### config.mk
export PLATFORM = sky130hd
export DESIGN_NAME = i2c_byte_master
export DESIGN_NICKNAME = d
export VERILOG_FILES = /design/src/i2cbm_pkg.sv /design/src/i2c_byte_master.sv
export SDC_FILE = /design/constraint.sdc
export NUM_CORES = 1
export LEC_CHECK = 0
export BUFFER_PORTS_ARGS = -buffer_cell sky130_fd_sc_hd__buf_2
export CAP_MARGIN = 20
export CORE_ASPECT_RATIO = 1.1
export CORE_MARGIN = 4
export CORE_UTILIZATION = 50
export CTS_CLUSTER_DIAMETER = 50
export DETAILED_ROUTE_END_ITERATION = 7
export GPL_ROUTABILITY_DRIVEN = 0
export PLACE_DENSITY = 0.71
export SLEW_MARGIN = 20
export SYNTH_ARGS = -nofsm -noshare
export SYNTH_HDL_FRONTEND = slang
export SYNTH_SLANG_ARGS = --single-unit
### constraint.sdc
create_clock -name aclk -period 6.9 [get_ports aclk]
set_clock_uncertainty 0.05 [all_clocks]
set_input_delay 1.035 -clock aclk [delete_from_list [all_inputs] [get_ports aclk]]
set_output_delay 1.035 -clock aclk [all_outputs]
set_load 0.02 [all_outputs]
### src/i2cbm_pkg.sv
package i2cbm_pkg;

    typedef enum logic [2:0] {
        CMD_NONE  = 3'd0,
        CMD_START = 3'd1,
        CMD_STOP  = 3'd2,
        CMD_WRITE = 3'd3,
        CMD_READ  = 3'd4
    } cmd_t;

    localparam int unsigned TICK_W = 16;
    localparam logic [TICK_W-1:0] PHASE_TICKS_RESET = 16'd20;

    // for a data or ACK bit, phase 0: SCL low with new SDA, phase 1: SCL high (sample), phase 2: SCL low
    localparam logic [1:0] PHASE_SETUP  = 2'd0;
    localparam logic [1:0] PHASE_SAMPLE = 2'd1;
    localparam logic [1:0] PHASE_HOLD   = 2'd2;

    // bit counter value of the ACK slot after the eight data bits
    localparam logic [3:0] BIT_ACK = 4'd8;

    typedef struct packed {
        logic scl;
        logic sda;
    } lines_t;

endpackage

### src/i2c_byte_master.sv
// Byte-level I2C master. Every input word is one tick of the bus phase timer:
// s_tuser carries the command (0 none, 1 start, 2 stop, 3 write byte, 4 read byte),
// taken only while no command runs, and s_tdata carries the byte to write, the
// ACK/NACK choice for a read and the sampled SDA level. Every accepted word gives
// exactly one result word with the SCL and SDA drive levels after that tick
// (SDA 1 means released), busy, a done pulse on the finishing tick, the ACK bit
// seen by the last write and the byte assembled by the last read. Each bus phase
// lasts phase_ticks ticks after the tick that opens it; a data or ACK bit takes
// three phases, so a byte command runs 27 phases and start/stop three. The block
// takes one word per cycle: all the work of a tick is one short pass from the
// state registers to the result register, and s_tready falls only while a
// result waits and the sink holds m_tready low. Write phase_ticks only while
// idle; zero behaves as one.
module i2c_byte_master (
    input  logic        aclk,
    input  logic        aresetn,

    input  logic        s_tvalid,
    output logic        s_tready,
    input  logic [15:0] s_tdata,   // [7:0] tx_byte, [8] send_nack, [9] sda_in, rest zero
    input  logic [2:0]  s_tuser,   // [2:0] func

    output logic        m_tvalid,
    input  logic        m_tready,
    output logic [15:0] m_tdata,   // [0] scl_level, [1] sda_level, [2] busy_res,
                                   // [3] done_res, [4] nack_seen, [12:5] rx_byte, rest zero

    input  logic        cfg_valid,
    output logic        cfg_ready,
    input  logic [15:0] cfg_data   // phase_ticks
);

    localparam int unsigned TW = i2cbm_pkg::TICK_W;

    // unpack the input word
    logic [7:0] in_tx_byte;
    logic       in_send_nack;
    logic       in_sda;
    logic [2:0] in_func;

    assign in_tx_byte   = s_tdata[7:0];
    assign in_send_nack = s_tdata[8];
    assign in_sda       = s_tdata[9];
    assign in_func      = s_tuser;

    // configuration
    logic [TW-1:0] phase_ticks_reg;

    // command state
    i2cbm_pkg::cmd_t cmd_reg, cmd_next;
    logic [1:0]      phase_reg, phase_next;
    logic [3:0]      bit_reg, bit_next;
    logic [7:0]      shift_reg, shift_next;
    logic [TW-1:0]   tick_reg, tick_next;
    logic            scl_reg, scl_next;
    logic            sda_reg, sda_next;
    logic            nack_reg, nack_next;
    logic            ack_reg, ack_next;
    logic [7:0]      tx_reg, tx_next;

    // result register
    logic        m_tvalid_reg;
    logic [15:0] m_tdata_reg;

    logic          accept;
    logic          done;
    logic [TW-1:0] limit;
    logic [TW-1:0] tick_inc;
    logic          finished;
    i2cbm_pkg::lines_t lines;

    // take a new word whenever the result register is empty or being drained
    assign s_tready  = !m_tvalid_reg || m_tready;
    assign accept    = s_tvalid && s_tready;
    assign cfg_ready = 1'b1;
    assign m_tvalid  = m_tvalid_reg;
    assign m_tdata   = m_tdata_reg;

    assign limit    = (phase_ticks_reg == '0) ? TW'(1) : phase_ticks_reg;
    assign tick_inc = tick_reg + TW'(1);

    // bus levels for a given point of a command
    function automatic i2cbm_pkg::lines_t levels(
        input i2cbm_pkg::cmd_t cmd,
        input logic [1:0]      ph,
        input logic [3:0]      bc,
        input logic [7:0]      tx,
        input logic            ack,
        input i2cbm_pkg::lines_t cur
    );
        i2cbm_pkg::lines_t l;
        l = cur;
        case (cmd)
            i2cbm_pkg::CMD_START: begin
                l.sda = (ph == i2cbm_pkg::PHASE_SETUP);
                l.scl = (ph != i2cbm_pkg::PHASE_HOLD);
            end
            i2cbm_pkg::CMD_STOP: begin
                l.sda = (ph == i2cbm_pkg::PHASE_HOLD);
                l.scl = (ph != i2cbm_pkg::PHASE_SETUP);
            end
            i2cbm_pkg::CMD_WRITE: begin
                l.sda = (bc < i2cbm_pkg::BIT_ACK) ? tx[3'(3'd7 - bc[2:0])] : 1'b1;
                l.scl = (ph == i2cbm_pkg::PHASE_SAMPLE);
            end
            i2cbm_pkg::CMD_READ: begin
                l.sda = (bc < i2cbm_pkg::BIT_ACK) ? 1'b1 : ack;
                l.scl = (ph == i2cbm_pkg::PHASE_SAMPLE);
            end
            default: begin
                l = cur;
            end
        endcase
        return l;
    endfunction

    always_comb begin
        cmd_next   = cmd_reg;
        phase_next = phase_reg;
        bit_next   = bit_reg;
        shift_next = shift_reg;
        tick_next  = tick_reg;
        nack_next  = nack_reg;
        ack_next   = ack_reg;
        tx_next    = tx_reg;
        scl_next   = scl_reg;
        sda_next   = sda_reg;
        done       = 1'b0;
        finished   = 1'b0;
        lines      = '{scl: scl_reg, sda: sda_reg};

        if (cmd_reg == i2cbm_pkg::CMD_NONE) begin
            // idle: launch a known command, drop anything else
            if (in_func inside {[i2cbm_pkg::CMD_START : i2cbm_pkg::CMD_READ]}) begin
                cmd_next   = i2cbm_pkg::cmd_t'(in_func);
                phase_next = i2cbm_pkg::PHASE_SETUP;
                bit_next   = '0;
                tick_next  = '0;
                if (cmd_next == i2cbm_pkg::CMD_WRITE) begin
                    tx_next   = in_tx_byte;
                    nack_next = 1'b0;
                end else if (cmd_next == i2cbm_pkg::CMD_READ) begin
                    shift_next = '0;
                    ack_next   = in_send_nack;
                end
                lines    = levels(cmd_next, phase_next, bit_next, tx_next, ack_next, lines);
                scl_next = lines.scl;
                sda_next = lines.sda;
            end
        end else begin
            tick_next = tick_inc;
            if (tick_inc >= limit) begin
                // close the phase: sample on the SCL-high phase, then advance
                if (phase_reg == i2cbm_pkg::PHASE_SAMPLE) begin
                    if (cmd_reg == i2cbm_pkg::CMD_WRITE && bit_reg == i2cbm_pkg::BIT_ACK) begin
                        nack_next = in_sda;
                    end else if (cmd_reg == i2cbm_pkg::CMD_READ &&
                                 bit_reg < i2cbm_pkg::BIT_ACK) begin
                        shift_next = {shift_reg[6:0], in_sda};
                    end
                end
                tick_next = '0;
                if (phase_reg == i2cbm_pkg::PHASE_HOLD) begin
                    phase_next = i2cbm_pkg::PHASE_SETUP;
                    if (cmd_reg == i2cbm_pkg::CMD_WRITE || cmd_reg == i2cbm_pkg::CMD_READ) begin
                        bit_next = bit_reg + 4'd1;
                        finished = (bit_reg == i2cbm_pkg::BIT_ACK);
                    end else begin
                        finished = 1'b1;
                    end
                end else begin
                    phase_next = phase_reg + 2'd1;
                end

                if (finished) begin
                    // release SDA after a read's ACK bit; other lines hold
                    if (cmd_reg == i2cbm_pkg::CMD_READ) begin
                        sda_next = 1'b1;
                    end
                    cmd_next   = i2cbm_pkg::CMD_NONE;
                    phase_next = i2cbm_pkg::PHASE_SETUP;
                    bit_next   = '0;
                    done       = 1'b1;
                end else begin
                    lines    = levels(cmd_reg, phase_next, bit_next, tx_reg, ack_reg, lines);
                    scl_next = lines.scl;
                    sda_next = lines.sda;
                end
            end
        end
    end

    always_ff @(posedge aclk) begin
        if (!aresetn) begin
            phase_ticks_reg <= i2cbm_pkg::PHASE_TICKS_RESET;
            cmd_reg         <= i2cbm_pkg::CMD_NONE;
            phase_reg       <= '0;
            bit_reg         <= '0;
            shift_reg       <= '0;
            tick_reg        <= '0;
            scl_reg         <= 1'b1;
            sda_reg         <= 1'b1;
            nack_reg        <= 1'b0;
            ack_reg         <= 1'b0;
            tx_reg          <= '0;
            m_tvalid_reg    <= 1'b0;
        end else begin
            if (cfg_valid && cfg_ready) begin
                phase_ticks_reg <= cfg_data;
            end
            if (accept) begin
                cmd_reg      <= cmd_next;
                phase_reg    <= phase_next;
                bit_reg      <= bit_next;
                shift_reg    <= shift_next;
                tick_reg     <= tick_next;
                scl_reg      <= scl_next;
                sda_reg      <= sda_next;
                nack_reg     <= nack_next;
                ack_reg      <= ack_next;
                tx_reg       <= tx_next;
                m_tvalid_reg <= 1'b1;
            end else if (m_tready) begin
                m_tvalid_reg <= 1'b0;
            end
        end
    end

    // result word payload, loaded with the tick that produced it
    always_ff @(posedge aclk) begin
        if (accept) begin
            m_tdata_reg <= {3'b000, shift_next, nack_next, done,
                            (cmd_next != i2cbm_pkg::CMD_NONE), sda_next, scl_next};
        end
    end

    // the phase timer never reaches its limit while a command runs
    a_tick_below_limit: assert property (@(posedge aclk) disable iff (!aresetn)
        cmd_reg != i2cbm_pkg::CMD_NONE |-> tick_reg < limit)
        else $error("phase timer at or past its limit");

    // phase and bit counters stay in their ranges
    a_counters_range: assert property (@(posedge aclk) disable iff (!aresetn)
        phase_reg <= i2cbm_pkg::PHASE_HOLD && bit_reg <= i2cbm_pkg::BIT_ACK)
        else $error("phase or bit counter out of range");

    // a finishing tick reports idle
    a_done_idle: assert property (@(posedge aclk) disable iff (!aresetn)
        m_tvalid_reg && m_tdata_reg[3] |-> !m_tdata_reg[2])
        else $error("done reported while still busy");

    // a held result word stays put while the sink stalls
    a_hold_result: assert property (@(posedge aclk) disable iff (!aresetn)
        m_tvalid_reg && !m_tready |=> m_tvalid_reg && $stable(m_tdata_reg))
        else $error("stalled result word changed");

    // an idle tick with a known command makes the block busy
    a_launch: assert property (@(posedge aclk) disable iff (!aresetn)
        accept && cmd_reg == i2cbm_pkg::CMD_NONE && in_func != i2cbm_pkg::CMD_NONE &&
        in_func <= i2cbm_pkg::CMD_READ
        |=> cmd_reg != i2cbm_pkg::CMD_NONE && tick_reg == '0)
        else $error("command not launched");

endmodule

-- Yosys cells after proc, flatten, opt, wreduce, memory -nomap -nowiden
Cells that the tools add are included.
- $add $sub $neg: 4
- order comparisons: 6
- equality and inequality tests: 15
- multiplexer cells: 60
- bitwise operators: 2
- reduce and logical (&&, ||, !) cells: 20
- operators by type and width (kind ; count):
    2-to-1 mux 8 bit ; 9
    2-to-1 mux 16 bit ; 4
    2-to-1 mux 4 bit ; 8
    2-to-1 mux 1 bit ; 25
    adder 16 x 1 -> 16 bit (second input constant) ; 1
    >= comparator 16 bit ; 1
    zero test 16 bit ; 1
    case mux 2 bit (4 select lines) ; 2
    2-to-1 mux 2 bit ; 7
    == test 3 x 2 -> 1 bit (second input constant) ; 4
    2-to-1 mux 3 bit ; 4
    less-than comparator 4 bit (second input constant) ; 2
    == test 3 x 1 -> 1 bit (second input constant) ; 2
    == test 3 bit (second input constant) ; 2
    AND reduction 3 bit ; 2
    nonzero test 2 bit ; 3
    AND reduction 5 bit ; 1
    adder 4 x 1 -> 4 bit (second input constant) ; 1
    == test 2 x 1 -> 1 bit (second input constant) ; 2
    == test 2 bit (second input constant) ; 2
    == test 4 bit (second input constant) ; 1
    logical AND 1 bit ; 4
    less-than comparator 3 x 4 -> 1 bit (second input constant) ; 1
    AND reduction 4 bit ; 1
    other kinds (15) ; 17
- register bits: 75
- input port bits: 40
- output and inout port bits: 19
- word-level logic and storage cells: 122

-- Longest topological paths before layout
Gate-level depths: netlist of the first run.
- depth in word-level cells: 14
- mapped depth: 15
- gate-level depth less buffers: 14

-- Worst setup path before layout of the first run
No wires, ideal clock.
- path kind: reg2reg
- start: register tick_reg[0]
- end: register m_tdata_reg[12], in the netlist m_tdata[12] (data pin)
- setup time: 0.269 ns
- arrival: 3.292 ns
- data required time: 6.581 ns
- setup slack: 3.289 ns
- cell stages (with the launch flop): 13
- path buffers: 1
- period minus slack after synthesis: 3.611 ns
- cell sequence: dfxtp_1 > ha_1 > nand3_1 > nor3_1 > and3_1 > nand3_1 > xnor2_1 > ha_1 > nand4_1 > o31a_4 > a2111oi_4 > clkbuf_1 > o21ai_0
- cells in the longest elaborated chain, start to end: 4
- RTL lines (element ; line ; source):
    start, declared ; i2c_byte_master.sv:54 ; logic [TW-1:0] tick_reg, tick_next;
    start signal, assigned ; i2c_byte_master.sv:216 ; tick_reg <= tick_next;
    adder 16 x 1 -> 16 bit ; i2c_byte_master.sv:80 ; assign tick_inc = tick_reg + TW'(1);
    >= comparator 16 bit ; i2c_byte_master.sv:152 ; if (tick_inc >= limit) begin
    2-to-1 mux 8 bit ; i2c_byte_master.sv:152 ;
    2-to-1 mux 8 bit ; i2c_byte_master.sv:132 ; if (cmd_reg == i2cbm_pkg::CMD_NONE) begin
    via shift_next[7] ; i2c_byte_master.sv:53 ; logic [7:0] shift_reg, shift_next;
    end signal, assigned ; i2c_byte_master.sv:232 ; m_tdata_reg <= {3'b000, shift_next, nack_next, done,
    end, declared ; i2c_byte_master.sv:63 ; logic [15:0] m_tdata_reg;
The timed path passes the listed nets, and every way through them passes these cells.
A chain may end at the register's enable or synchronous reset.

-- Worst setup path in the final report of the first run
- start: register tick_reg[0]
- end: register shift_reg[3]
- cells in the longest elaborated chain, start to end: 4
- RTL lines (element ; line ; source):
    adder 16 x 1 -> 16 bit ; i2c_byte_master.sv:80 ;
    >= comparator 16 bit ; i2c_byte_master.sv:152 ;
    2-to-1 mux 8 bit ; i2c_byte_master.sv:152 ;
    2-to-1 mux 8 bit ; i2c_byte_master.sv:132 ;
    end signal, assigned ; i2c_byte_master.sv:215 ; shift_reg <= shift_next;
    end, declared ; i2c_byte_master.sv:53 ;
No other way between the ends.

==> run_summary.xml, run 1 <==
<?xml version="1.0" encoding="UTF-8"?>
<metrics>
  <group name="synthesis">
    <metric name="synth_cell_type_count" unit="">80</metric>
    <metric name="synth-adder-area-share" unit="%">5.331</metric>
    <metric name="ys_warn_count" unit="">0</metric>
    <metric name="yosys_most_used_dff" unit="">sky130_fd_sc_hd__dfxtp_1</metric>
    <metric name="synth_simple_gate_area_share" unit="%">23.71</metric>
    <metric name="synth_seq_cells" unit="">75</metric>
    <metric name="syn_area_per_cell" unit="µm²">9.082</metric>
    <metric name="syn-instance-count" unit="">491</metric>
    <metric name="synth-seq-area-share" unit="%">36.59</metric>
    <metric name="synth_async_sr_flop_share" unit="%">0</metric>
    <metric name="synth-edff-count" unit="">13</metric>
    <metric name="synth_compound_gate_area_share" unit="%">18.18</metric>
    <metric name="synth_top_family_by_area" unit="">simple AND/OR/NAND/NOR gates</metric>
    <metric name="synth.mux.area_fraction" unit="%">7.099</metric>
    <metric name="netlist_area_before_placement" unit="µm²">4459</metric>
    <metric name="synthXorXnorAreaFrac" unit="%">3.311</metric>
  </group>
  <group name="floorplan">
    <metric name="fp.coreArea" unit="µm²">8539</metric>
    <metric name="start_util" unit="%">52.22</metric>
    <metric name="boundaryPins" unit="">59</metric>
    <metric name="row_count" unit="">35</metric>
    <metric name="die_height" unit="µm">107.0</metric>
    <metric name="die-width" unit="µm">98.05</metric>
    <metric name="floorplan.die_area" unit="µm²">10500</metric>
  </group>
  <group name="global_routing">
    <metric name="grt_pass1_vias" unit="">3559</metric>
    <metric name="grt.total_usage" unit="%">19.02</metric>
    <metric name="grt_first_pass_wirelength" unit="µm">16530</metric>
    <metric name="grt_antenna_before_repair" unit="">0</metric>
    <metric name="grt_overflow_total" unit="">0</metric>
    <metric name="grt_start_max_net_pins" unit="">71</metric>
  </group>
  <group name="worst_setup_path">
    <metric name="required" unit="ns">7.11</metric>
    <metric name="setup_slack_on_the_worst_flop_to_flop_path" unit="ns">2.35</metric>
    <metric name="rr_worst_depth" unit="">12</metric>
    <metric name="critPathLaunchType" unit="">flop</metric>
    <metric name="r2r_end" unit="">shift_reg[3]</metric>
    <metric name="timing.critical_path.to_type" unit="">flop</metric>
    <metric name="critPathLaunch" unit="">tick_reg[0]</metric>
    <metric name="biggest_fanout_along_the_worst_timing_path" unit="">18</metric>
    <metric name="rr_startpoint" unit="">tick_reg[0]</metric>
    <metric name="critical_path_class" unit="">flop to flop</metric>
    <metric name="critical_path_top_delay_cell" unit="">sky130_fd_sc_hd__a2111oi_4</metric>
    <metric name="critical_path_arrival" unit="ns">4.76</metric>
    <metric name="crit_chain" unit="">ha_1 &gt; nand3_1 &gt; nor3_1 &gt; and3_1 &gt; nand3_1 &gt; xnor2_1 &gt; ha_1 &gt; nand4_1 &gt; o31a_4 &gt; a2111oi_4 &gt; nand2_1 &gt; o221ai_1</metric>
    <metric name="cpPeakStageDelay" unit="ns">0.79</metric>
  </group>
  <group name="route">
    <metric name="met1Wirelength" unit="µm">4500</metric>
    <metric name="met2_length" unit="µm">4774</metric>
    <metric name="uppermost_layer_routed" unit="">met4</metric>
    <metric name="route.vias.total" unit="">3650</metric>
    <metric name="drcViolationCount" unit="">0</metric>
    <metric name="routed_via_density" unit="">5.685</metric>
    <metric name="drt_pre_antenna_iters" unit="">4</metric>
    <metric name="met3_wirelength" unit="µm">363</metric>
    <metric name="drt-total-wl" unit="µm">9760</metric>
    <metric name="postRouteAntennaNets" unit="">0</metric>
    <metric name="drtIter0Drc" unit="">218</metric>
    <metric name="wl_per_cell" unit="µm">15.20</metric>
  </group>
  <group name="clock_tree">
    <metric name="postCtsHoldBufs" unit="">0</metric>
    <metric name="tritoncts_clock_tree" unit="">yes</metric>
    <metric name="clockBufferDepth" unit="">2</metric>
    <metric name="clock_tree.root_cell" unit="">sky130_fd_sc_hd__clkbuf_8</metric>
    <metric name="cts-buffers-inserted" unit="">9</metric>
    <metric name="post_cts_buffers" unit="">0</metric>
    <metric name="cts_resized" unit="">0</metric>
    <metric name="ctsHtreeMaxLevel" unit="">3</metric>
    <metric name="clkLatencyLatePin" unit="ns">0.35</metric>
    <metric name="cts.reportedPaths.clkPinSlew" unit="ns">0.09</metric>
    <metric name="tritoncts_num_sinks" unit="">75</metric>
  </group>
  <group name="run_status">
    <metric name="run_status" unit="">completed</metric>
  </group>
  <group name="sta">
    <metric name="final_min_period_over_clock_period" unit="%">65.88</metric>
    <metric name="maxSlewHeadroom" unit="%">46.54</metric>
    <metric name="timing.final.crit_period" unit="ns">4.545</metric>
    <metric name="final.setup.tns" unit="ns">0</metric>
    <metric name="highest_achievable_clock_rate" unit="MHz">220.0</metric>
    <metric name="final_max_slew_viol_count" unit="">0</metric>
    <metric name="worst_slew_pin_slew" unit="ns">0.8019</metric>
    <metric name="finalSetupViolCount" unit="">0</metric>
    <metric name="finalHoldViolCount" unit="">0</metric>
    <metric name="rsz0062_at_grt" unit="">false</metric>
  </group>
  <group name="finish">
    <metric name="finalNetCount" unit="">585</metric>
    <metric name="fraction_of_layout_cells_with_a_size_suffix_above_1" unit="%">17.33</metric>
    <metric name="antenna_cells_inserted" unit="">0</metric>
    <metric name="finalCoreUtilization" unit="%">57.03</metric>
    <metric name="areaGrowthSynthToFinish" unit="%">9.203</metric>
  </group>
  <group name="worst_hold_path">
    <metric name="whs_path_depth" unit="">2</metric>
    <metric name="timing.hold.worst_endpoint" unit="">tick_reg[3]</metric>
    <metric name="hold_class" unit="">flop to flop</metric>
    <metric name="min-delay-start" unit="">tick_reg[3]</metric>
  </group>
  <group name="power_and_ir_drop">
    <metric name="pwr_density_cell" unit="nW/µm²">181.3</metric>
    <metric name="peakVddDrop" unit="µV">99.64</metric>
    <metric name="leakage" unit="nW">2.023</metric>
  </group>
  <group name="run">
    <metric name="number_of_max_capacitance_violations_reported" unit="">0</metric>
  </group>
  <group name="placed_design">
    <metric name="io_buffers" unit="">48</metric>
    <metric name="detailedPlacementHpwl" unit="µm">6997</metric>
  </group>
</metrics>
-- power by group --
group | total, mW | switching [mW] | internal, mW
Sequential | 0.470 | 0.0104 | 0.459
Clock | 0.307 | 0.175 | 0.132
Combinational | 0.106 | 0.0643 | 0.0417
Total | 0.883 | 0.250 | 0.634
-- placed cells by master, fill, tap and decap left out, types with 6 or more instances in the layout --
master and count:
sky130_fd_sc_hd__mux2i_1 26, sky130_fd_sc_hd__o221ai_1 8, sky130_fd_sc_hd__nor4_1 7, sky130_fd_sc_hd__ha_1 19, sky130_fd_sc_hd__edfxtp_1 13, sky130_fd_sc_hd__a21o_1 8, sky130_fd_sc_hd__nand4_1 6, sky130_fd_sc_hd__xnor2_1 8
sky130_fd_sc_hd__xor2_1 7, sky130_fd_sc_hd__nand2b_1 10, sky130_fd_sc_hd__inv_1 23, sky130_fd_sc_hd__clkbuf_8 9, sky130_fd_sc_hd__nor2_1 17, sky130_fd_sc_hd__buf_2 47, sky130_fd_sc_hd__dfxtp_1 62, sky130_fd_sc_hd__a21oi_1 10
sky130_fd_sc_hd__a32oi_1 7, sky130_fd_sc_hd__nor2b_1 35, sky130_fd_sc_hd__a21boi_0 6, sky130_fd_sc_hd__nor3_1 7, sky130_fd_sc_hd__nor3b_1 7, sky130_fd_sc_hd__o21ai_0 23, sky130_fd_sc_hd__nand2_1 52, sky130_fd_sc_hd__nand3_1 23
-- worst max-delay path: cells and delay by family (launching register included) --
family / cells / cell delay, ns
compound gates: 3 / 1.49
xor+xnor: 1 / 0.18
fa+ha+maj: 2 / 0.60
flops: 1 / 0.46
simple gates: 6 / 1.68
-- how the worst max path moves through the flow --
stage                              end  depth (start not counted)
final                     shift_reg[3]                         12
after global routing      shift_reg[3]                         12
after CTS                 shift_reg[3]                         12
after detailed placement  shift_reg[7]                         12
after global placement    shift_reg[7]                         12
after floorplan            m_tdata[12]                         12
-- final cells by class --
cell class,instances,area [µm²]
timing repair buffer,49,250.2
fill,780,3670
sequential,75,1632
clock buffer,9,123.9
inverter,24,90.09
clock inverter,7,50.05
tap,111,138.9
multi-input combinational,367,2585
-- metrics by stage --
step / hold WS [ns] / area [µm²] / power, mW / setup slack, ns / std cells
floorplan: 0.4219 / 4467 / 0.5576 / 3.289 / 493
global placement: 0.4372 / 4693 / 0.5824 / 2.593 / 626
detailed placement: 0.4436 / 4693 / 0.5859 / 2.442 / 626
CTS: 0.4560 / 4867 / 0.8895 / 2.408 / 642
global route: 0.4933 / 4870 / 0.9267 / 1.915 / 642
finish: 0.4528 / 4870 / 0.8831 / 2.355 / 642
-- per-layer routing --
metal | track usage, % | vias up
li1 | - | 1848
met1 | 24.10 | 1732
met2 | 32.93 | 60
met3 | 4.164 | 10
met4 | 4.550 | 0
met5 | 0 | -
-- cells in the mapped netlist (all sizes together), types with 8 or more instances --
| master | instances | area [µm²] |
|---|---|---|
| xnor2 | 8 | 70.07 |
| a21oi | 11 | 66.32 |
| ha | 19 | 237.7 |
| nor2 | 17 | 63.81 |
| o221ai | 8 | 70.07 |
| nand2b | 10 | 62.56 |
| nand3 | 23 | 115.1 |
| buf | 12 | 80.07 |
| clkbuf | 15 | 80.08 |
| dfxtp | 62 | 1241 |
| mux2i | 26 | 260.3 |
| xor2 | 8 | 77.58 |
| nor3b | 8 | 65.06 |
| nor2b | 35 | 219.0 |
| o21ai | 23 | 115.1 |
| inv | 24 | 90.08 |
| a21o | 9 | 68.82 |
| edfxtp | 13 | 390.4 |
| nand2 | 53 | 201.5 |
-- logic make-up (layout without fill, tap and decap cells) --
logic type	count (synthesis)	count (layout)
and+or+nand+nor	193	193
AOI/OAI and AO/OA	106	106
DFF	75	75
buffers and inverters	51	89
muxes	29	29
adders and majority gates	19	19
xor gates and xnor gates	16	16
other	2	4
Power figures use the tool's default switching activity.
==> run 2: changes to the inputs <==
--- a/config.mk
+++ b/config.mk
@@ -5,6 +5,7 @@
 export SDC_FILE = /design/constraint.sdc
 export NUM_CORES = 1
 export LEC_CHECK = 0
+export ABC_AREA = 1
 export BUFFER_PORTS_ARGS = -buffer_cell sky130_fd_sc_hd__buf_2
 export CAP_MARGIN = 20
 export CORE_ASPECT_RATIO = 1.1
@@ -13,7 +14,7 @@
 export CTS_CLUSTER_DIAMETER = 50
 export DETAILED_ROUTE_END_ITERATION = 7
 export GPL_ROUTABILITY_DRIVEN = 0
-export PLACE_DENSITY = 0.71
+export PLACE_DENSITY = 0.74
 export SLEW_MARGIN = 20
 export SYNTH_ARGS = -nofsm -noshare
 export SYNTH_HDL_FRONTEND = slang
==> constraint.sdc (replaced) <==
create_clock -name aclk -period 3.9 [get_ports aclk]
set_clock_uncertainty 0.05 [all_clocks]
set_input_delay 0.585 -clock aclk [delete_from_list [all_inputs] [get_ports aclk]]
set_output_delay 0.585 -clock aclk [all_outputs]
set_load 0.02 [all_outputs]
==> run 2 against run 1 <==
  * Synthesized cell count grew 20%
  * Sequential power grew 85%
  * Synthesized area shrank 2.8%
  * Final cell count grew 17%
  * Register-to-register slack lost 2.0 ns
  * Largest power group unchanged
==> run_summary.xml, run 2 <==
<?xml version="1.0" encoding="UTF-8"?>
<metrics>
  <group name="floorplan">
    <metric name="fp.coreArea" unit="µm²">8408</metric>
    <metric name="boundaryPins" unit="">59</metric>
    <metric name="row_count" unit="">35</metric>
    <metric name="die-width" unit="µm">96.79</metric>
    <metric name="start_util" unit="%">51.56</metric>
    <metric name="floorplan.die_area" unit="µm²">10230</metric>
    <metric name="die_height" unit="µm">105.7</metric>
  </group>
  <group name="route">
    <metric name="postRouteAntennaNets" unit="">0</metric>
    <metric name="drcViolationCount" unit="">0</metric>
    <metric name="wl_per_cell" unit="µm">13.02</metric>
    <metric name="drt-total-wl" unit="µm">9754</metric>
    <metric name="drtIter0Drc" unit="">179</metric>
    <metric name="drt_pre_antenna_iters" unit="">5</metric>
    <metric name="routed_via_density" unit="">5.302</metric>
    <metric name="route.vias.total" unit="">3971</metric>
  </group>
  <group name="power_and_ir_drop">
    <metric name="leakage" unit="nW">2.258</metric>
    <metric name="power.share.combinational" unit="%">17.1</metric>
    <metric name="pwr_density_cell" unit="nW/µm²">363.5</metric>
    <metric name="sw_power" unit="mW">0.5330</metric>
    <metric name="peakVddDrop" unit="µV">208.8</metric>
    <metric name="p_total" unit="mW">1.780</metric>
    <metric name="cell_internal_pwr" unit="mW">1.247</metric>
    <metric name="p_seq_share" unit="%">48.8</metric>
    <metric name="net_switching_fraction_of_the_power" unit="%">29.95</metric>
    <metric name="power.share.clock" unit="%">34.1</metric>
  </group>
  <group name="global_routing">
    <metric name="grt_overflow_total" unit="">0</metric>
    <metric name="grt_start_max_net_pins" unit="">33</metric>
    <metric name="grt_pass1_vias" unit="">3835</metric>
    <metric name="grt.total_usage" unit="%">19.30</metric>
    <metric name="grt_antenna_before_repair" unit="">0</metric>
    <metric name="grt_first_pass_wirelength" unit="µm">16620</metric>
  </group>
  <group name="placed_design">
    <metric name="detailedPlacementHpwl" unit="µm">7195</metric>
    <metric name="dpl.cell_count" unit="">727</metric>
    <metric name="io_buffers" unit="">48</metric>
  </group>
  <group name="clock_tree">
    <metric name="clkLatencyLatePin" unit="ns">0.35</metric>
    <metric name="tritoncts_clock_tree" unit="">yes</metric>
    <metric name="clockBufferDepth" unit="">2</metric>
    <metric name="cts-buffers-inserted" unit="">9</metric>
    <metric name="cts.reportedPaths.clkPinSlew" unit="ns">0.08</metric>
    <metric name="tritoncts_num_sinks" unit="">75</metric>
    <metric name="ctsHtreeMaxLevel" unit="">3</metric>
    <metric name="clock_tree.root_cell" unit="">sky130_fd_sc_hd__clkbuf_8</metric>
    <metric name="postCtsHoldBufs" unit="">0</metric>
  </group>
  <group name="finish">
    <metric name="layout.cells.non_filler" unit="">749</metric>
    <metric name="mostFrequentLayoutCell" unit="">sky130_fd_sc_hd__nand2_1</metric>
    <metric name="areaGrowthSynthToFinish" unit="%">12.93</metric>
    <metric name="antenna_cells_inserted" unit="">0</metric>
    <metric name="fraction_of_layout_cells_with_a_size_suffix_above_1" unit="%">16.61</metric>
    <metric name="finalCoreUtilization" unit="%">58.23</metric>
    <metric name="final.fill_count" unit="">808</metric>
    <metric name="mostFrequentLayoutCells" unit="">sky130_fd_sc_hd__nand2_1 (100), sky130_fd_sc_hd__inv_1 (71), sky130_fd_sc_hd__dfxtp_1 (62)</metric>
    <metric name="finalNetCount" unit="">692</metric>
  </group>
  <group name="synthesis">
    <metric name="ys_warn_count" unit="">0</metric>
    <metric name="syn_area_per_cell" unit="µm²">7.373</metric>
    <metric name="netlist_area_before_placement" unit="µm²">4335</metric>
    <metric name="synth.area.top_cells" unit="">sky130_fd_sc_hd__dfxtp_1 (29%), sky130_fd_sc_hd__edfxtp_1 (9.0%), sky130_fd_sc_hd__nand2_1 (8.7%), sky130_fd_sc_hd__o21ai_0 (6.8%), sky130_fd_sc_hd__inv_1 (6.2%)</metric>
    <metric name="synth_async_sr_flop_share" unit="%">0</metric>
    <metric name="synth_seq_cells" unit="">75</metric>
    <metric name="synth_most_common_cell" unit="">sky130_fd_sc_hd__nand2_1</metric>
    <metric name="synth_top_area_share" unit="%">28.63</metric>
    <metric name="cell_taking_the_most_area_after_synthesis" unit="">sky130_fd_sc_hd__dfxtp_1</metric>
    <metric name="yosys_most_used_dff" unit="">sky130_fd_sc_hd__dfxtp_1</metric>
    <metric name="synth_top_cells_by_count" unit="">sky130_fd_sc_hd__nand2_1 (100), sky130_fd_sc_hd__inv_1 (72), sky130_fd_sc_hd__dfxtp_1 (62), sky130_fd_sc_hd__o21ai_0 (59), sky130_fd_sc_hd__nor2_1 (50)</metric>
    <metric name="syn-instance-count" unit="">588</metric>
    <metric name="synth-edff-count" unit="">13</metric>
    <metric name="synth_cell_type_count" unit="">40</metric>
    <metric name="synth-seq-area-share" unit="%">37.63</metric>
  </group>
  <group name="worst_hold_path">
    <metric name="whs_path_depth" unit="">3</metric>
    <metric name="hold_class" unit="">input port to flop</metric>
  </group>
  <group name="sta">
    <metric name="worst_slew_pin_slew" unit="ns">0.6659</metric>
    <metric name="final_min_period_over_clock_period" unit="%">91.16</metric>
    <metric name="maxSlewHeadroom" unit="%">55.33</metric>
    <metric name="timing.final.crit_period" unit="ns">3.555</metric>
    <metric name="finalSetupViolCount" unit="">0</metric>
    <metric name="finalHoldViolCount" unit="">0</metric>
    <metric name="final_max_slew_viol_count" unit="">0</metric>
    <metric name="highest_achievable_clock_rate" unit="MHz">281.3</metric>
  </group>
  <group name="worst_setup_path">
    <metric name="biggest_fanout_along_the_worst_timing_path" unit="">6</metric>
    <metric name="timing.critical_path.to_type" unit="">flop</metric>
    <metric name="required" unit="ns">3.96</metric>
    <metric name="critPathLaunchType" unit="">flop</metric>
    <metric name="critical_path_arrival" unit="ns">3.61</metric>
    <metric name="critical_path_class" unit="">flop to flop</metric>
    <metric name="rr_worst_depth" unit="">22</metric>
  </group>
  <group name="run_status">
    <metric name="run_status" unit="">completed</metric>
  </group>
  <group name="run">
    <metric name="number_of_max_capacitance_violations_reported" unit="">0</metric>
  </group>
</metrics>
-- run 2: changes by cell type in the layout (fill, tap and decap cells not counted), moves of 32 or more --
cell                      before  now
sky130_fd_sc_hd__nor2_1       17   49
sky130_fd_sc_hd__nor2b_1      35    0
sky130_fd_sc_hd__o21ai_0      23   59
sky130_fd_sc_hd__a21oi_1      10   48
sky130_fd_sc_hd__nand2_1      52  100
sky130_fd_sc_hd__inv_1        23   71
-- run 2: critical path, cell delays in order (launching register included) --
cell and delay [ns]:
sky130_fd_sc_hd__dfxtp_1 0.43, sky130_fd_sc_hd__ha_1 0.22, sky130_fd_sc_hd__nand2_1 0.07, sky130_fd_sc_hd__nor2_2 0.12, sky130_fd_sc_hd__nand3_1 0.12, sky130_fd_sc_hd__nor2_1 0.12, sky130_fd_sc_hd__nand2_1 0.10, sky130_fd_sc_hd__nor2_2 0.16
sky130_fd_sc_hd__nand4_1 0.12, sky130_fd_sc_hd__xnor2_1 0.24, sky130_fd_sc_hd__ha_1 0.27, sky130_fd_sc_hd__nand2_1 0.08, sky130_fd_sc_hd__inv_1 0.04, sky130_fd_sc_hd__nand3_1 0.09, sky130_fd_sc_hd__inv_1 0.05, sky130_fd_sc_hd__a21oi_1 0.23
sky130_fd_sc_hd__nand3_2 0.21, sky130_fd_sc_hd__buf_4 0.20, sky130_fd_sc_hd__buf_4 0.12, sky130_fd_sc_hd__nand3_1 0.06, sky130_fd_sc_hd__nand2_1 0.06, sky130_fd_sc_hd__nand3_1 0.08, sky130_fd_sc_hd__nand2_1 0.08
-- run 2: layout make-up --
class	count	area (µm²)	area share [%]
repair buffers	57	327.8	6.696
clock buffers	12	177.7	3.629
clock inverters	4	30.03	0.6133
flip-flops and latches	75	1632	33.32
multi-input cells	412	2297	46.92
well taps	111	138.9	2.837
inverters	78	292.8	5.980
-- run 2: worst paths after layout --
check | end | slack [ns] | startpoint
hold / removal | tx_reg[6] | 0.40 | s_tdata[6]
hold reg to reg | phase_ticks_reg[1] | 0.43 | phase_ticks_reg[1]
setup / recovery | m_tdata[0] | 0.34 | tick_reg[0]
setup reg to reg | m_tdata[0] | 0.34 | tick_reg[0]
-- run 2: logic make-up after synthesis --
family | Yosys count | share of synthesized area [%]
buf+inv | 103 | 9.957
fa+ha+maj | 19 | 5.483
flops | 75 | 37.63
xor+xnor | 17 | 3.608
simple gates | 224 | 24.50
other cells | 2 | 0.1732
compound gates | 148 | 18.64
-- run 2: power by group through the flow --
stage	logic (mW)	registers, mW	clock network (mW)
detailed placement	0.298	0.886	0
CTS	0.299	0.868	0.621
finish	0.305	0.868	0.606
global route	0.347	0.875	0.652
floorplan	0.209	0.895	0
global placement	0.289	0.883	0
-- run 2: through the flow --
step                      setup TNS (ns)  hold slack, ns  instance area [µm²]  worst slack (ns)
after floorplan                        0          0.3939                 4343            0.8117
after global placement                 0          0.4224                 4606            0.2468
after detailed placement               0          0.4255                 4606            0.1153
after CTS                              0          0.3954                 4813           0.04627
after global routing            -0.01366          0.4066                 4896          -0.01366
final                                  0          0.4032                 4896            0.3447
-- run 2: what timing repair did --
action | CTS | global route
buffers inserted | 0 | 5
setup endpoints to repair | 0 | 33
gates resized for setup | 0 | 4
hold endpoints to repair | 0 | 0
-- run 2: layer usage --
metal  part of all wire [%]  GRT usage, %  routed length [µm]
met1                     42         21.98                4122
met2                     52         36.14                5081
met3                    4.2         3.243                 407
met4                    1.5         6.620                 143
met5                      0             0                   0
==> run 3: changes to the inputs <==
--- a/config.mk
+++ b/config.mk
@@ -10,11 +10,11 @@
 export CAP_MARGIN = 20
 export CORE_ASPECT_RATIO = 1.1
 export CORE_MARGIN = 4
-export CORE_UTILIZATION = 50
+export CORE_UTILIZATION = 52
 export CTS_CLUSTER_DIAMETER = 50
 export DETAILED_ROUTE_END_ITERATION = 7
 export GPL_ROUTABILITY_DRIVEN = 0
-export PLACE_DENSITY = 0.74
+export PLACE_DENSITY = 0.76
 export SLEW_MARGIN = 20
 export SYNTH_ARGS = -nofsm -noshare
 export SYNTH_HDL_FRONTEND = slang
==> run 3 against run 2 <==
  * Flip-flop and latch count unchanged
  * Sequential share of layout area up 0.22 points
  * Global-route usage up 1.1 points
  * Critical endpoint is now shift_reg[5]
==> run_summary.xml, run 3 (synthesized netlist as in run 2, its figures left out) <==
<?xml version="1.0" encoding="UTF-8"?>
<metrics>
  <group name="run_status">
    <metric name="run_status" unit="">completed</metric>
  </group>
  <group name="power_and_ir_drop">
    <metric name="peakVddDrop" unit="µV">248.8</metric>
    <metric name="leakage" unit="nW">2.244</metric>
    <metric name="pwr_density_cell" unit="nW/µm²">380.9</metric>
  </group>
  <group name="global_routing">
    <metric name="grt.total_usage" unit="%">20.43</metric>
    <metric name="grt_overflow_total" unit="">0</metric>
    <metric name="layer_carrying_the_most_global_route_usage" unit="">met2</metric>
    <metric name="grt_antenna_before_repair" unit="">0</metric>
    <metric name="grt_pass1_vias" unit="">3838</metric>
    <metric name="met2_usage" unit="%">35.47</metric>
    <metric name="grt_first_pass_wirelength" unit="µm">16390</metric>
    <metric name="grtUsageMet3" unit="%">3.191</metric>
    <metric name="grt_start_max_net_pins" unit="">33</metric>
    <metric name="global_route.usage.met1" unit="%">23.51</metric>
  </group>
  <group name="finish">
    <metric name="areaGrowthSynthToFinish" unit="%">12.18</metric>
    <metric name="finalInstanceArea" unit="µm²">4863</metric>
    <metric name="fraction_of_layout_cells_with_a_size_suffix_above_1" unit="%">16.06</metric>
    <metric name="antenna_cells_inserted" unit="">0</metric>
    <metric name="final.fill_count" unit="">738</metric>
    <metric name="finalCoreUtilization" unit="%">60.81</metric>
    <metric name="mostFrequentLayoutCells" unit="">sky130_fd_sc_hd__nand2_1 (100), sky130_fd_sc_hd__inv_1 (72), sky130_fd_sc_hd__dfxtp_1 (62)</metric>
    <metric name="finalNetCount" unit="">689</metric>
    <metric name="mostFrequentLayoutCell" unit="">sky130_fd_sc_hd__nand2_1</metric>
  </group>
  <group name="sta">
    <metric name="rsz0062_at_grt" unit="">false</metric>
    <metric name="highest_achievable_clock_rate" unit="MHz">284.0</metric>
    <metric name="finalHoldViolCount" unit="">0</metric>
    <metric name="final_min_period_over_clock_period" unit="%">90.28</metric>
    <metric name="finalSetupViolCount" unit="">0</metric>
    <metric name="worst_slew_pin_slew" unit="ns">0.6394</metric>
    <metric name="maxSlewHeadroom" unit="%">57.11</metric>
    <metric name="timing.final.crit_period" unit="ns">3.521</metric>
    <metric name="final.setup.tns" unit="ns">0</metric>
    <metric name="final_max_slew_viol_count" unit="">0</metric>
  </group>
  <group name="worst_setup_path">
    <metric name="critical_path_class" unit="">flop to flop</metric>
    <metric name="timing.critical_path.to_type" unit="">flop</metric>
    <metric name="r2r_end" unit="">shift_reg[5]</metric>
    <metric name="worst_path_dominant_cell_family" unit="">simple AND/OR/NAND/NOR gates</metric>
    <metric name="crit_chain" unit="">ha_1 &gt; nand2_1 &gt; nor2_2 &gt; nand3_1 &gt; nor2_1 &gt; nand2_1 &gt; nor2_2 &gt; nand4_1 &gt; xnor2_1 &gt; ha_1 &gt; nand2_1 &gt; inv_1 &gt; nand3_1 &gt; inv_1 &gt; a21oi_1 &gt; nand3_2 &gt; buf_4 &gt; nand2_1 &gt; o21ai_0 &gt; nand2_1 &gt; nand2_1 &gt; o21ai_0 &gt; inv_1</metric>
    <metric name="worstSetupPathDepth" unit="">23</metric>
    <metric name="cpPeakStageDelay" unit="ns">0.42</metric>
    <metric name="setup_slack_on_the_worst_flop_to_flop_path" unit="ns">0.38</metric>
    <metric name="rr_startpoint" unit="">tick_reg[0]</metric>
    <metric name="required" unit="ns">4.11</metric>
    <metric name="critPathLaunchType" unit="">flop</metric>
    <metric name="path_common_cell" unit="">sky130_fd_sc_hd__nand2_1</metric>
    <metric name="cp_num_buf_inv" unit="">4</metric>
    <metric name="biggest_fanout_along_the_worst_timing_path" unit="">9</metric>
    <metric name="rr_worst_depth" unit="">23</metric>
    <metric name="critical_path_arrival" unit="ns">3.73</metric>
    <metric name="critical_path_top_delay_cell" unit="">sky130_fd_sc_hd__dfxtp_1</metric>
  </group>
  <group name="clock_tree">
    <metric name="postCtsHoldBufs" unit="">0</metric>
    <metric name="post_cts_buffers" unit="">0</metric>
    <metric name="tritoncts_clock_tree" unit="">yes</metric>
    <metric name="clkLatencyLatePin" unit="ns">0.36</metric>
    <metric name="cts.reportedPaths.clkPinSlew" unit="ns">0.08</metric>
    <metric name="clock_tree.root_cell" unit="">sky130_fd_sc_hd__clkbuf_8</metric>
    <metric name="clockBufferDepth" unit="">2</metric>
    <metric name="ctsHtreeMaxLevel" unit="">3</metric>
    <metric name="cts-buffers-inserted" unit="">9</metric>
    <metric name="tritoncts_num_sinks" unit="">75</metric>
    <metric name="cts_resized" unit="">0</metric>
  </group>
  <group name="floorplan">
    <metric name="row_count" unit="">34</metric>
    <metric name="die-width" unit="µm">95.06</metric>
    <metric name="fp.coreArea" unit="µm²">7998</metric>
    <metric name="boundaryPins" unit="">59</metric>
    <metric name="die_height" unit="µm">103.8</metric>
    <metric name="floorplan.die_area" unit="µm²">9864</metric>
    <metric name="start_util" unit="%">54.21</metric>
  </group>
  <group name="route">
    <metric name="routed_via_density" unit="">5.361</metric>
    <metric name="route.vias.total" unit="">3983</metric>
    <metric name="drcViolationCount" unit="">0</metric>
    <metric name="drtIter0Drc" unit="">189</metric>
    <metric name="drt_pre_antenna_iters" unit="">7</metric>
    <metric name="wl_per_cell" unit="µm">13.27</metric>
    <metric name="drt-total-wl" unit="µm">9859</metric>
    <metric name="postRouteAntennaNets" unit="">0</metric>
  </group>
  <group name="placed_design">
    <metric name="placed_cell_area" unit="µm²">4617</metric>
    <metric name="detailedPlacementHpwl" unit="µm">7213</metric>
    <metric name="io_buffers" unit="">48</metric>
  </group>
  <group name="run">
    <metric name="number_of_max_capacitance_violations_reported" unit="">0</metric>
  </group>
  <group name="worst_hold_path">
    <metric name="timing.hold.worst_endpoint" unit="">tx_reg[4]</metric>
    <metric name="hold_class" unit="">input port to flop</metric>
    <metric name="min-delay-start" unit="">s_tdata[4]</metric>
    <metric name="whs_path_depth" unit="">3</metric>
  </group>
</metrics>
## run 3: cell types whose count changed in the layout (fill, tap and decap cells not counted), sizes merged
cell,before,now
clkbuf,12,10
clkinvlp,1,2
buf,57,54
bufinv,0,2
inv,75,76
clkinv,6,4
## run 3: cell type report
type | count | area (µm²) | area share [%]
repair buffers | 54 | 292.8 | 6.020
flip-flops and latches | 75 | 1632 | 33.55
clock inverters | 6 | 88.84 | 1.827
multi-input cells | 412 | 2285 | 46.98
well taps | 108 | 135.1 | 2.779
inverters | 78 | 292.8 | 6.020
clock buffers | 10 | 137.6 | 2.830
## run 3: worst register-to-register path: cells and delay by family (launching register included)
| kind | cells | cell delay, ns |
|---|---|---|
| AOI/OAI and AO/OA | 3 | 0.52 |
| buffers and inverters | 4 | 0.36 |
| DFF | 1 | 0.42 |
| and+or+nand+nor | 13 | 1.33 |
| xor gates and xnor gates | 1 | 0.24 |
| adders and majority gates | 2 | 0.48 |
## run 3: stage by stage
| stage | hold WS (ns) | setup slack (ns) | power, mW | std cells |
|---|---|---|---|---|
| after floorplan | 0.3939 | 0.8117 | 1.104 | 590 |
| after global placement | 0.4128 | 0.4985 | 1.172 | 726 |
| after detailed placement | 0.4218 | 0.4249 | 1.186 | 726 |
| after CTS | 0.3876 | 0.4075 | 1.863 | 742 |
| after global routing | 0.4046 | 0.01116 | 1.941 | 743 |
| final | 0.3957 | 0.3790 | 1.852 | 743 |
## run 3: power by group
| group | leakage (nW) | internal (mW) | switching, mW | total (mW) |
|---|---|---|---|---|
| logic | 1.50 | 0.0988 | 0.205 | 0.304 |
| clock network | 0.108 | 0.377 | 0.303 | 0.681 |
| registers | 0.637 | 0.837 | 0.0307 | 0.868 |
| total | 2.24 | 1.31 | 0.539 | 1.85 |
## run 3: worst max-delay path by stage
stage | startpoint | to
final | tick_reg[0] | shift_reg[5]
after global routing | tick_reg[0] | shift_reg[0]
after CTS | tick_reg[0] | shift_reg[6]
after detailed placement | tick_reg[0] | shift_reg[6]
after global placement | tick_reg[0] | m_tdata[1]
after floorplan | tick_reg[0] | m_tdata[2]
## run 3: layer usage
layer	vias to the layer above	part of all wire (%)	routed length (µm)
li1	2030	-	-
met1	1819	42	4101
met2	107	51	5028
met3	27	4.5	447
met4	0	2.9	282
met5	-	0	0
